--- src/hw/rtl/ipre_pkg.sv ---
// shared types and constants for the indexed pixel row expander
`default_nettype none

package ipre_pkg;

  // item operation codes
  typedef enum logic {
    OP_PALETTE = 1'b0,
    OP_DATA    = 1'b1
  } ipre_op_e;

  // configuration register indexes
  typedef enum logic [2:0] {
    CFG_BPP    = 3'd0,
    CFG_WIDTH  = 3'd1,
    CFG_HEIGHT = 3'd2,
    CFG_COLORS = 3'd3,
    CFG_SINGLE = 3'd4
  } ipre_cfg_e;

  localparam int CFG_INDEX_W = 3;
  localparam int CFG_DATA_W  = 13;

  // supported index widths
  localparam logic [3:0] BPP_1 = 4'd1;
  localparam logic [3:0] BPP_4 = 4'd4;
  localparam logic [3:0] BPP_8 = 4'd8;

  // largest row count per image
  localparam int MAX_ROWS = 4096;

  // configuration register contents
  typedef struct packed {
    logic [3:0]  bpp;
    logic [12:0] width;
    logic [12:0] height;
    logic [8:0]  colors;
    logic        single;
  } ipre_cfg_t;

  // per-pixel sideband travelling with a palette lookup
  typedef struct packed {
    logic [11:0] column;
    logic [11:0] row_number;
    logic        last_of_byte;
    logic        end_of_row;
    logic        end_of_image;
  } ipre_pix_t;

endpackage

`default_nettype wire

--- src/hw/rtl/ipre_out_stage.sv ---
// result register beside the palette read data, with output handshake
`default_nettype none

module ipre_out_stage import ipre_pkg::*; (
  input  wire logic        clk_i,
  input  wire logic        rst_ni,
  input  wire logic        pix_valid_i,
  input  wire ipre_pix_t   pix_info_i,
  output logic             pix_take_o,
  input  wire logic        single_i,
  input  wire logic [23:0] rdata_i,
  output logic             out_valid_o,
  input  wire logic        out_ready_i,
  output logic [7:0]       pixel_blue_o,
  output logic [7:0]       pixel_green_o,
  output logic [7:0]       pixel_red_o,
  output ipre_pix_t        info_o
);

  logic      valid_q, valid_d;
  ipre_pix_t info_q;

  // a lookup is issued when the result slot is free or draining
  assign pix_take_o = pix_valid_i && (!valid_q || out_ready_i);

  always_comb begin
    valid_d = valid_q;
    if (pix_take_o) begin
      valid_d = 1'b1;
    end else if (out_ready_i) begin
      valid_d = 1'b0;
    end
  end

  always_ff @(posedge clk_i or negedge rst_ni) begin
    if (!rst_ni) begin
      valid_q <= 1'b0;
    end else begin
      valid_q <= valid_d;
    end
  end

  always_ff @(posedge clk_i) begin
    if (pix_take_o) begin
      info_q <= pix_info_i;
    end
  end

  // color split, gray keeps blue only
  assign out_valid_o   = valid_q;
  assign pixel_blue_o  = rdata_i[7:0];
  assign pixel_green_o = single_i ? 8'd0 : rdata_i[15:8];
  assign pixel_red_o   = single_i ? 8'd0 : rdata_i[23:16];
  assign info_o        = info_q;

endmodule

`default_nettype wire

--- config.mk ---
export PLATFORM = sky130hd
export DESIGN_NAME = ipre_out_stage
export DESIGN_NICKNAME = d
export VERILOG_FILES = /design/src/hw/rtl/ipre_pkg.sv /design/src/hw/rtl/ipre_out_stage.sv
export SDC_FILE = /design/constraint.sdc
export NUM_CORES = 1
export LEC_CHECK = 0
export BUFFER_PORTS_ARGS = -buffer_cell sky130_fd_sc_hd__buf_2
export CAP_MARGIN = 20
export CORE_MARGIN = 4
export CORE_UTILIZATION = 34
export CTS_BUF_LIST = sky130_fd_sc_hd__clkbuf_4 sky130_fd_sc_hd__clkbuf_8 sky130_fd_sc_hd__clkbuf_16
export CTS_CLUSTER_DIAMETER = 40
export DETAILED_ROUTE_END_ITERATION = 16
export GPL_ROUTABILITY_DRIVEN = 0
export PLACE_DENSITY = 0.82
export SETUP_SLACK_MARGIN = 0.02
export SLEW_MARGIN = 15
export SYNTH_ARGS = -nofsm -noshare
export SYNTH_HDL_FRONTEND = slang
export SYNTH_SLANG_ARGS = --single-unit
--- constraint.sdc ---
create_clock -name clk_i -period 2.1 [get_ports clk_i]
set_input_delay 0.42 -clock clk_i [delete_from_list [all_inputs] [get_ports clk_i]]
set_output_delay 0.42 -clock clk_i [all_outputs]
set_load 0.01 [all_outputs]
==> results.toml <==
[cts]
cts.sinks = 28
htreeDepth = 1
clk_pin_slew_worst_paths_ns = 0.13
clock_latency_ns = 0.30
post_cts.repair.setup_buffers = 0
cts_tree = "built"
clockBufferDepth = 2
cts-root-buf = "clkbuf_4"
cts_buffers = 3

[floorplan]
die_w_um = 63.8
pin_count = 109
fp.dieArea_um2 = 4070
initial_core_util_pct = 37.1
rows = 19
core_um2 = 2850
die_y_um = 63.8

[layout]
final_area_um2 = 1530
n_antenna_cell = 0
area_growth_pct = 44.9
utilization_pct = 53.8
drive_above_1_share_pct = 75.9
final_common_cell = "buf_2"
most-common-layout-cells = "buf_2 (92), edfxtp_1 (27), nor2b_2 (7)"
final_nets = 202
fillCellCount = 247

[timing]
clock.fmax_mhz = 609
slew_headroom_pct = 81.0
finalMaxSlewViolations = 0
tightest_slew_ns = 0.286
rsz0062_at_grt = "no"
fin_crit_sh_pct = 78.2
final_hold_viol_count = 0
fin_worst_skew_ns = 0.000839
fin_crit_ns = 1.64
setup_violations = 0
tns_ns = 0

[synthesis]
yosys.area.top_type_share_pct = 76.6
avgSynthCellArea_um2 = 18.9
ys_ff_latch = 28
syn-cell-area_um2 = 1060
synth_largest_area_cell = "edfxtp_1"
yosysSeqAreaShare_pct = 79.0
synth_fp_nets = 112
synth_cells = 56
synth_area_leaders = "edfxtp_1 (77%), nor2b_2 (5.8%), buf_4 (5.7%), and2b_2 (5.0%), dfrtp_1 (2.4%)"
synth_cell_types = 9
yosys_warnings = 0

[placed_design]
dpl.hpwl_um = 2130
port_buffers = 92
dpl-instance-area_um2 = 1490

[drt]
drtIter0Drc = 21
routed_wirelength_um = 2480
antenna_left = 0
via_count = 765
drc = 0
wl_per_cell_um = 14.1
via_per_inst = 4.35
drt_pre_antenna_iters = 2

[global_route]
grt_pass1_wl_um = 3910
grt_max_degree = 24
grt_pass1_vias = 831
grtUsageTotal_pct = 12.6
grt_remaining_overflow = 0
antenna_found_initial = 0

[worst_hold_path]
hp-class = "input pin to register"

[power_and_ir_drop]
clkPwrFrac_pct = 21.4
power.total_mw = 1.02
pwr-share-comb_pct = 14.5
switching_share_pct = 20.7
powerDensity_nw_per_um2 = 667
leakagePower_nw = 0.738
p_switching_mw = 0.211
irDropWorstVdd_uv = 205
internal-power_mw = 0.811
seqPwrFrac_pct = 64.0

[status]
outcome = "completed"

[critical_path]
start_kind = "register"
cp.arrival_ns = 1.22
cp_max_fo = 6
worstSetupPathType = "register to output pin"
end_kind = "output pin"
required_ns = 1.68

[run]
cap_violations = 0
## flip-flops by register name (all words and copies together) (netlist names)
name	count
info_o	27
out_valid_o	1
## per-stage QoR
stage / hold WS (ns) / cells / setup WS [ns]
floorplan: 0.124 / 56 / 0.402
detailed placement: 0.198 / 171 / 0.561
global route: 0.255 / 176 / 0.326
CTS: 0.274 / 176 / 0.436
global placement: 0.194 / 171 / 0.617
finish: 0.282 / 176 / 0.458
## power by group through the flow
| stage | Sequential (mW) | Combinational [mW] | Clock (mW) |
|---|---|---|---|
| floorplan | 0.687 | 0.0583 | 0 |
| global placement | 0.667 | 0.147 | 0 |
| global route | 0.659 | 0.164 | 0.251 |
| CTS | 0.656 | 0.152 | 0.226 |
| detailed placement | 0.669 | 0.150 | 0 |
| finish | 0.655 | 0.149 | 0.219 |
## layout make-up
type                            count  area [um^2]  area share (%)
Multi-Input combinational cell     19          151            9.87
Timing Repair Buffer               94          478            31.2
Sequential cell                    28          836            54.5
Tap cell                           31         38.8            2.53
Clock buffer                        4         30.0            1.96
## cells by family (layout without fill, tap and decap cells)
logic type | Yosys count | after routing | share of synthesized area [%]
DFF | 28 | 28 | 79.0
and+or+nand+nor | 19 | 19 | 14.3
buffers and inverters | 9 | 98 | 6.74
## cells in the mapped netlist (all sizes together)
master  count
and2        1
and2b       6
buf         9
dfrtp       1
edfxtp     27
nand2b      2
nor2b      10
## critical path, stage by stage (launching register included)
cell      delay, ns
dfrtp_1        0.40
nand2b_1       0.08
and2_1         0.25
buf_2          0.19
## metal layers
| metal | global-route usage [%] | part of all wire (%) | vias up |
|---|---|---|---|
| met2 | 24.6 | 53 | 67 |
| li1 | - | - | 364 |
| met1 | 10.9 | 31 | 320 |
| met4 | 5.66 | 2.2 | 0 |
| met5 | 0 | 0 | - |
| met3 | 4.90 | 14 | 14 |
## worst paths after layout
path	from	to	slack, ns	cells after the start
setup / recovery	out_valid_o	pix_take_o	0.46	3
hold / removal	pix_info_i[11]	info_o[11]	0.28	1
setup reg to reg	out_valid_o	info_o[25]	0.73	3
hold reg to reg	out_valid_o	out_valid_o	0.52	2
max in group asynchronous	rst_ni	out_valid_o	1.60	2
min in group asynchronous	rst_ni	out_valid_o	0.42	2
## what timing repair did
action	CTS	global route
hold endpoints to repair	1	0
hold buffers	1	0
gates resized for setup	0	0
Power figures use the tool's default switching activity.
