### config.mk
export PLATFORM = sky130hd
export DESIGN_NAME = ipre_unpack
export DESIGN_NICKNAME = d
export VERILOG_FILES = /design/src/hw/rtl/ipre_pkg.sv /design/src/hw/rtl/ipre_unpack.sv
export SDC_FILE = /design/constraint.sdc
export NUM_CORES = 1
export LEC_CHECK = 0
export ABC_AREA = 1
export BUFFER_PORTS_ARGS = -buffer_cell sky130_fd_sc_hd__buf_2
export CAP_MARGIN = 10
export CORE_MARGIN = 1
export CORE_UTILIZATION = 61
export DETAILED_ROUTE_END_ITERATION = 6
export MAX_ROUTING_LAYER = met4
export PLACE_DENSITY = 0.82
export SYNTH_ARGS = -nofsm -noshare
export SYNTH_HDL_FRONTEND = slang
export SYNTH_SLANG_ARGS = --single-unit
### constraint.sdc
create_clock -name clk_i -period 5.05 [get_ports clk_i]
set_clock_uncertainty 0.05 [all_clocks]
set_input_delay 0.2525 -clock clk_i [delete_from_list [all_inputs] [get_ports clk_i]]
set_output_delay 0.2525 -clock clk_i [all_outputs]
set_load 0.005 [all_outputs]
### src/hw/rtl/ipre_pkg.sv
// shared types and constants for the indexed pixel row expander
`default_nettype none

package ipre_pkg;

  // item operation codes
  typedef enum logic {
    OP_PALETTE = 1'b0,
    OP_DATA    = 1'b1
  } ipre_op_e;

  // configuration register indexes
  typedef enum logic [2:0] {
    CFG_BPP    = 3'd0,
    CFG_WIDTH  = 3'd1,
    CFG_HEIGHT = 3'd2,
    CFG_COLORS = 3'd3,
    CFG_SINGLE = 3'd4
  } ipre_cfg_e;

  localparam int CFG_INDEX_W = 3;
  localparam int CFG_DATA_W  = 13;

  // supported index widths
  localparam logic [3:0] BPP_1 = 4'd1;
  localparam logic [3:0] BPP_4 = 4'd4;
  localparam logic [3:0] BPP_8 = 4'd8;

  // largest row count per image
  localparam int MAX_ROWS = 4096;

  // configuration register contents
  typedef struct packed {
    logic [3:0]  bpp;
    logic [12:0] width;
    logic [12:0] height;
    logic [8:0]  colors;
    logic        single;
  } ipre_cfg_t;

  // per-pixel sideband travelling with a palette lookup
  typedef struct packed {
    logic [11:0] column;
    logic [11:0] row_number;
    logic        last_of_byte;
    logic        end_of_row;
    logic        end_of_image;
  } ipre_pix_t;

endpackage

`default_nettype wire

### src/hw/rtl/ipre_unpack.sv
// row byte counting and per-pixel index extraction for the row expander
`default_nettype none

module ipre_unpack import ipre_pkg::*; #(
  parameter int MAX_WIDTH     = 4096,
  parameter int PALETTE_DEPTH = 256
) (
  input  wire logic       clk_i,
  input  wire logic       rst_ni,
  input  wire ipre_cfg_t  cfg_i,
  input  wire logic       byte_acc_i,
  input  wire logic [7:0] data_byte_i,
  output logic            byte_ready_o,
  output logic            pix_valid_o,
  output logic [7:0]      pix_idx_o,
  output ipre_pix_t       pix_info_o,
  input  wire logic       pix_take_i
);

  // widest effective row, limited by the 13-bit width register
  localparam int WMAX = (MAX_WIDTH < 8191) ? MAX_WIDTH : 8191;
  localparam int PW   = $clog2(WMAX + 1);
  localparam int BW   = PW + 1;
  localparam int CW   = PW + 4;

  // row position counters
  logic [BW-1:0] byte_cnt_q, byte_cnt_d;
  logic [PW-1:0] pix_cnt_q, pix_cnt_d;
  logic [11:0]   row_cnt_q, row_cnt_d;

  // byte being expanded
  logic          u_valid_q, u_valid_d;
  logic [7:0]    u_byte_q, u_byte_d;
  logic [3:0]    u_rem_q, u_rem_d;
  logic [PW-1:0] u_col_q, u_col_d;
  logic [11:0]   u_row_q, u_row_d;

  // derived geometry
  logic          bpp_ok;
  logic [PW-1:0] eff_w;
  logic [PW-1:0] eff_w_m1;
  logic [12:0]   eff_h;
  logic [11:0]   eff_h_m1;
  logic [CW-1:0] bits;
  logic [CW-1:0] used;
  logic [CW-1:0] stride;
  logic [3:0]    per_byte;
  logic [8:0]    pal_n;
  logic [7:0]    lim_m1;
  logic [PW-1:0] pix_left;
  logic [3:0]    cnt;
  logic [CW-1:0] byte_inc;
  logic [12:0]   row_inc;
  logic [7:0]    raw_idx;
  logic          last_pix;

  // geometry from the configuration registers
  always_comb begin
    bpp_ok = (cfg_i.bpp == BPP_1) || (cfg_i.bpp == BPP_4) || (cfg_i.bpp == BPP_8);

    if (cfg_i.width == 13'd0) begin
      eff_w = PW'(1);
    end else if (cfg_i.width > 13'(WMAX)) begin
      eff_w = PW'(WMAX);
    end else begin
      eff_w = cfg_i.width[PW-1:0];
    end
    eff_w_m1 = eff_w - PW'(1);

    if (cfg_i.height == 13'd0) begin
      eff_h = 13'd1;
    end else if (cfg_i.height > 13'(MAX_ROWS)) begin
      eff_h = 13'(MAX_ROWS);
    end else begin
      eff_h = cfg_i.height;
    end
    eff_h_m1 = 12'(eff_h - 13'd1);

    case (cfg_i.bpp)
      BPP_1: begin
        bits     = CW'(eff_w);
        per_byte = 4'd8;
        pal_n    = 9'd2;
      end
      BPP_4: begin
        bits     = CW'(eff_w) << 2;
        per_byte = 4'd2;
        pal_n    = 9'd16;
      end
      default: begin
        bits     = CW'(eff_w) << 3;
        per_byte = 4'd1;
        pal_n    = 9'd256;
      end
    endcase

    used   = (bits + CW'(7)) >> 3;
    stride = ((bits + CW'(31)) >> 5) << 2;

    // active palette size
    if (cfg_i.colors != 9'd0 && cfg_i.colors <= pal_n) begin
      pal_n = cfg_i.colors;
    end
    if (pal_n > 9'(PALETTE_DEPTH)) begin
      pal_n = 9'(PALETTE_DEPTH);
    end
    lim_m1 = 8'(pal_n - 9'd1);
  end

  // pixels carried by the incoming byte and counter advance
  always_comb begin
    pix_left = eff_w - pix_cnt_q;
    cnt      = 4'd0;
    if (CW'(byte_cnt_q) < used && pix_cnt_q < eff_w) begin
      if (pix_left < PW'(per_byte)) begin
        cnt = 4'(pix_left);
      end else begin
        cnt = per_byte;
      end
    end
    byte_inc = CW'(byte_cnt_q) + CW'(1);
    row_inc  = 13'(row_cnt_q) + 13'd1;
  end

  // index of the current pixel, most significant first, clamped
  always_comb begin
    case (cfg_i.bpp)
      BPP_1:   raw_idx = {7'd0, u_byte_q[7]};
      BPP_4:   raw_idx = {4'd0, u_byte_q[7:4]};
      default: raw_idx = u_byte_q;
    endcase
    if (raw_idx > lim_m1) begin
      pix_idx_o = lim_m1;
    end else begin
      pix_idx_o = raw_idx;
    end
  end

  // sideband for the current pixel
  always_comb begin
    last_pix                 = (u_rem_q == 4'd1);
    pix_valid_o              = u_valid_q;
    pix_info_o.column        = 12'(u_col_q);
    pix_info_o.row_number    = u_row_q;
    pix_info_o.last_of_byte  = last_pix;
    pix_info_o.end_of_row    = (u_col_q == eff_w_m1);
    pix_info_o.end_of_image  = (u_col_q == eff_w_m1) && (u_row_q == eff_h_m1);
    byte_ready_o             = !u_valid_q || (pix_take_i && last_pix);
  end

  // next state of counters and the expansion register
  always_comb begin
    byte_cnt_d = byte_cnt_q;
    pix_cnt_d  = pix_cnt_q;
    row_cnt_d  = row_cnt_q;
    u_valid_d  = u_valid_q;
    u_byte_d   = u_byte_q;
    u_rem_d    = u_rem_q;
    u_col_d    = u_col_q;
    u_row_d    = u_row_q;

    // step to the next pixel of the byte
    if (pix_take_i) begin
      u_byte_d = u_byte_q << cfg_i.bpp;
      u_rem_d  = u_rem_q - 4'd1;
      u_col_d  = u_col_q + PW'(1);
      if (last_pix) begin
        u_valid_d = 1'b0;
      end
    end

    // a new byte with a valid index width
    if (byte_acc_i && bpp_ok) begin
      pix_cnt_d = pix_cnt_q + PW'(cnt);
      if (byte_inc >= stride) begin
        byte_cnt_d = '0;
        pix_cnt_d  = '0;
        if (row_inc >= eff_h) begin
          row_cnt_d = '0;
        end else begin
          row_cnt_d = row_inc[11:0];
        end
      end else begin
        byte_cnt_d = byte_inc[BW-1:0];
      end
      if (cnt != 4'd0) begin
        u_valid_d = 1'b1;
        u_byte_d  = data_byte_i;
        u_rem_d   = cnt;
        u_col_d   = pix_cnt_q;
        u_row_d   = row_cnt_q;
      end
    end
  end

  // control registers
  always_ff @(posedge clk_i or negedge rst_ni) begin
    if (!rst_ni) begin
      byte_cnt_q <= '0;
      pix_cnt_q  <= '0;
      row_cnt_q  <= '0;
      u_valid_q  <= 1'b0;
    end else begin
      byte_cnt_q <= byte_cnt_d;
      pix_cnt_q  <= pix_cnt_d;
      row_cnt_q  <= row_cnt_d;
      u_valid_q  <= u_valid_d;
    end
  end

  // payload registers
  always_ff @(posedge clk_i) begin
    u_byte_q <= u_byte_d;
    u_rem_q  <= u_rem_d;
    u_col_q  <= u_col_d;
    u_row_q  <= u_row_d;
  end

endmodule

`default_nettype wire

==> flow_summary.ini <==
[logic_synthesis]
synth_edf_count = 12
synth_area_um2 = 8150
synth_top_cell_by_area = nand2_1
yosys-top-cells-area = nand2_1 (14%), dfrtp_1 (12%), ha_1 (12%), inv_1 (9.4%), xor2_1 (7.1%)
synth.avg_cell_area_um2 = 6.47
synth_seq_cells = 77
synth_seq_area_share = 0.228
synthFlopType = dfrtp_1
netlist_instances = 1259
netlist.area_leader.share = 0.143
ys_types = 51
ys_warn_count = 0
async_flop_share = 0.519

[power]
ir_drop_v = 0.000204
power.leakage_uw = 0.00527
power_density_nw_per_um2 = 392

[clocking]
clock_path_buffers = 2
clock_latency_ps = 350
ctsHoldBuffers = 0
cts_buffers = 9
cts_root_buffer = clkbuf_16
cts_tree = built
cts.clk_slew.worst_paths_ps = 70
cts_num_sinks = 77
htree_levels = 3

[route]
routed_wirelength_um = 21800
firstDrtPassIters = 6
drc = 0
drtAntennaViolNets = 0
vias = 8645
wl_per_cell_um = 13.7
dr.first_iter.drc_count = 726
vias_per_cell = 5.41

[global_route]
antenna_found_initial = 0
track_usage = 0.322
grt_pass1_wl_um = 35700
first_global_vias = 8038
overflow = 0
grt_max_degree = 41

[critical_path]
setup.worst_path.class = input port to flip-flop
crit_top_cell = inv_1
cp_max_fo = 5
critPathTopFamily = simple AND/OR/NAND/NOR gates
worstSetupStartpointType = input port
crit_buf_inv = 10
critPathCaptureType = flip-flop
reg2reg_to = pix_cnt_q[11]$_DFFE_PN0P_
r2r-start = pix_cnt_q[2]$_DFFE_PN0P_
r2r_cells = 26
r2r_slack_ps = 570
worstPathRequired_ps = 5220
crit_slowest_cell = ha_1
critical-path-max-stage-delay_ps = 270
cp.arrival_ps = 5060

[floorplan]
die_height_um = 118
design.die.area_um2 = 13800
coreArea_um2 = 12800
dieWidth_um = 118
ios = 89
std_cell_rows = 41
initial_core_util = 0.635

[final_layout]
mostFrequentLayoutCells = nand2_1 (304), inv_1 (204), nor2_1 (113)
area_growth_syn_to_layout_pct = 20.4
final_common_cell = nand2_1
nFillCells = 1014
drive_above_1_share = 0.184
fin_cells = 1598
fin_area_um2 = 9810
finalNetCount = 1551
n_antenna_cell = 0

[placed_design]
dp.cells = 1578
dp_hpwl_um = 16800
dp_slack_ps = -326
dpl-instance-area_um2 = 9300
gp_congestion = 0.986
numPortBuffers = 87

[sta]
worst_pin_slew_ps = 1030
period_minus_slack_ps = 4900
hold_violations = 0
finalSetupViolCount = 0
rsz0062_at_grt = true
slew_headroom = 0.316
fin_ws_ps = 152
maxSlewViolCount = 0
fin_crit_sh = 0.970
fmax_mhz = 204

[min_path]
timing.hold.worst.class = input port to async pin

[run_status]
status = completed

[flow_run]
drv_cap = 0
==> routing by layer <==
metal	vias to the layer above	routed length (µm)	GRT usage
li1	4388	-	-
met1	3917	9560	0.389
met2	282	10500	0.554
met3	58	1190	0.0475
met4	0	584	0.0970
met5	-	0	-
==> registers in the layout, summed over array words and instances, names as in the netlist <==
| name | count |
|---|---|
| u_rem_q | 4 |
| pix_valid_o | 1 |
| u_col_q | 13 |
| row_cnt_q | 12 |
| u_row_q | 12 |
| u_byte_q | 8 |
| byte_cnt_q | 14 |
| pix_cnt_q | 13 |
==> cell usage after synthesis (all sizes together) (2+ instances only) <==
cell      n
dfrtp    40
xnor2    12
ha       76
xor2     66
a21o      2
dfxtp    25
o211ai    4
inv     207
edfxtp   12
a31oi     2
nor3b     4
nand4    23
o21bai    2
nand3    79
nor4      5
nor2    130
a21boi    3
a221o     2
nor3     23
buf      21
fa        2
clkbuf   14
o21a      3
nand2   317
o221ai    4
or2       4
o21ai   101
a211oi    4
o22ai    19
and3      2
a21oi    45
==> area by class of cell <==
class | instances | area [µm²] | area share
timing repair buffer | 184 | 1180 | 0.120
sequential | 77 | 1860 | 0.190
clock inverter | 7 | 80.1 | 0.00816
multi-input combinational | 942 | 5470 | 0.558
tap | 172 | 215 | 0.0219
inverter | 207 | 777 | 0.0792
clock buffer | 9 | 225 | 0.0230
==> repair_timing <==
item                                    4_1_cts  5_1_grt
buffers inserted                              0        3
gates resized for setup                       0       48
endpoints found under the setup margin        0       14
==> cells by family (layout without fill, tap and decap cells) <==
family,Yosys count,in the layout,synth area share
simple gates,588,589,0.305
buf+inv,242,407,0.123
compound gates,195,195,0.138
fa+ha+maj,78,78,0.122
xor+xnor,78,78,0.0838
flops,77,77,0.228
other cells,1,2,0.000460
==> report_power, final <==
part / switching [µW] / internal [µW]
Clock: 300 / 390
Combinational: 1260 / 858
Sequential: 193 / 843
==> stage by stage <==
stage | setup TNS, ps | hold slack [ps] | utilization | power (µW)
floorplan | 0 | -93.1 | - | 2510
global placement | -198 | 379 | 0.725 | 2980
detailed placement | -826 | 383 | 0.725 | 3060
CTS | 0 | 31.8 | 0.749 | 3780
global route | -356 | 50.7 | 0.765 | 4180
finish | 0 | 25.8 | 0.765 | 3840
==> how the worst max path moves through the flow <==
stage / from / end / slack, ps / depth (start not counted)
after floorplan: cfg_i[29] / pix_cnt_q[11]$_DFFE_PN0P_ / 160 / 37
after global placement: cfg_i[29] / pix_cnt_q[11]$_DFFE_PN0P_ / -170 / 39
after detailed placement: cfg_i[29] / pix_cnt_q[11]$_DFFE_PN0P_ / -330 / 39
after CTS: cfg_i[29] / pix_cnt_q[11]$_DFFE_PN0P_ / 6 / 39
after global routing: cfg_i[23] / pix_cnt_q[11]$_DFFE_PN0P_ / -220 / 38
final: cfg_i[29] / pix_cnt_q[11]$_DFFE_PN0P_ / 150 / 38
Note: power is estimated with default switching activity, not from simulation.
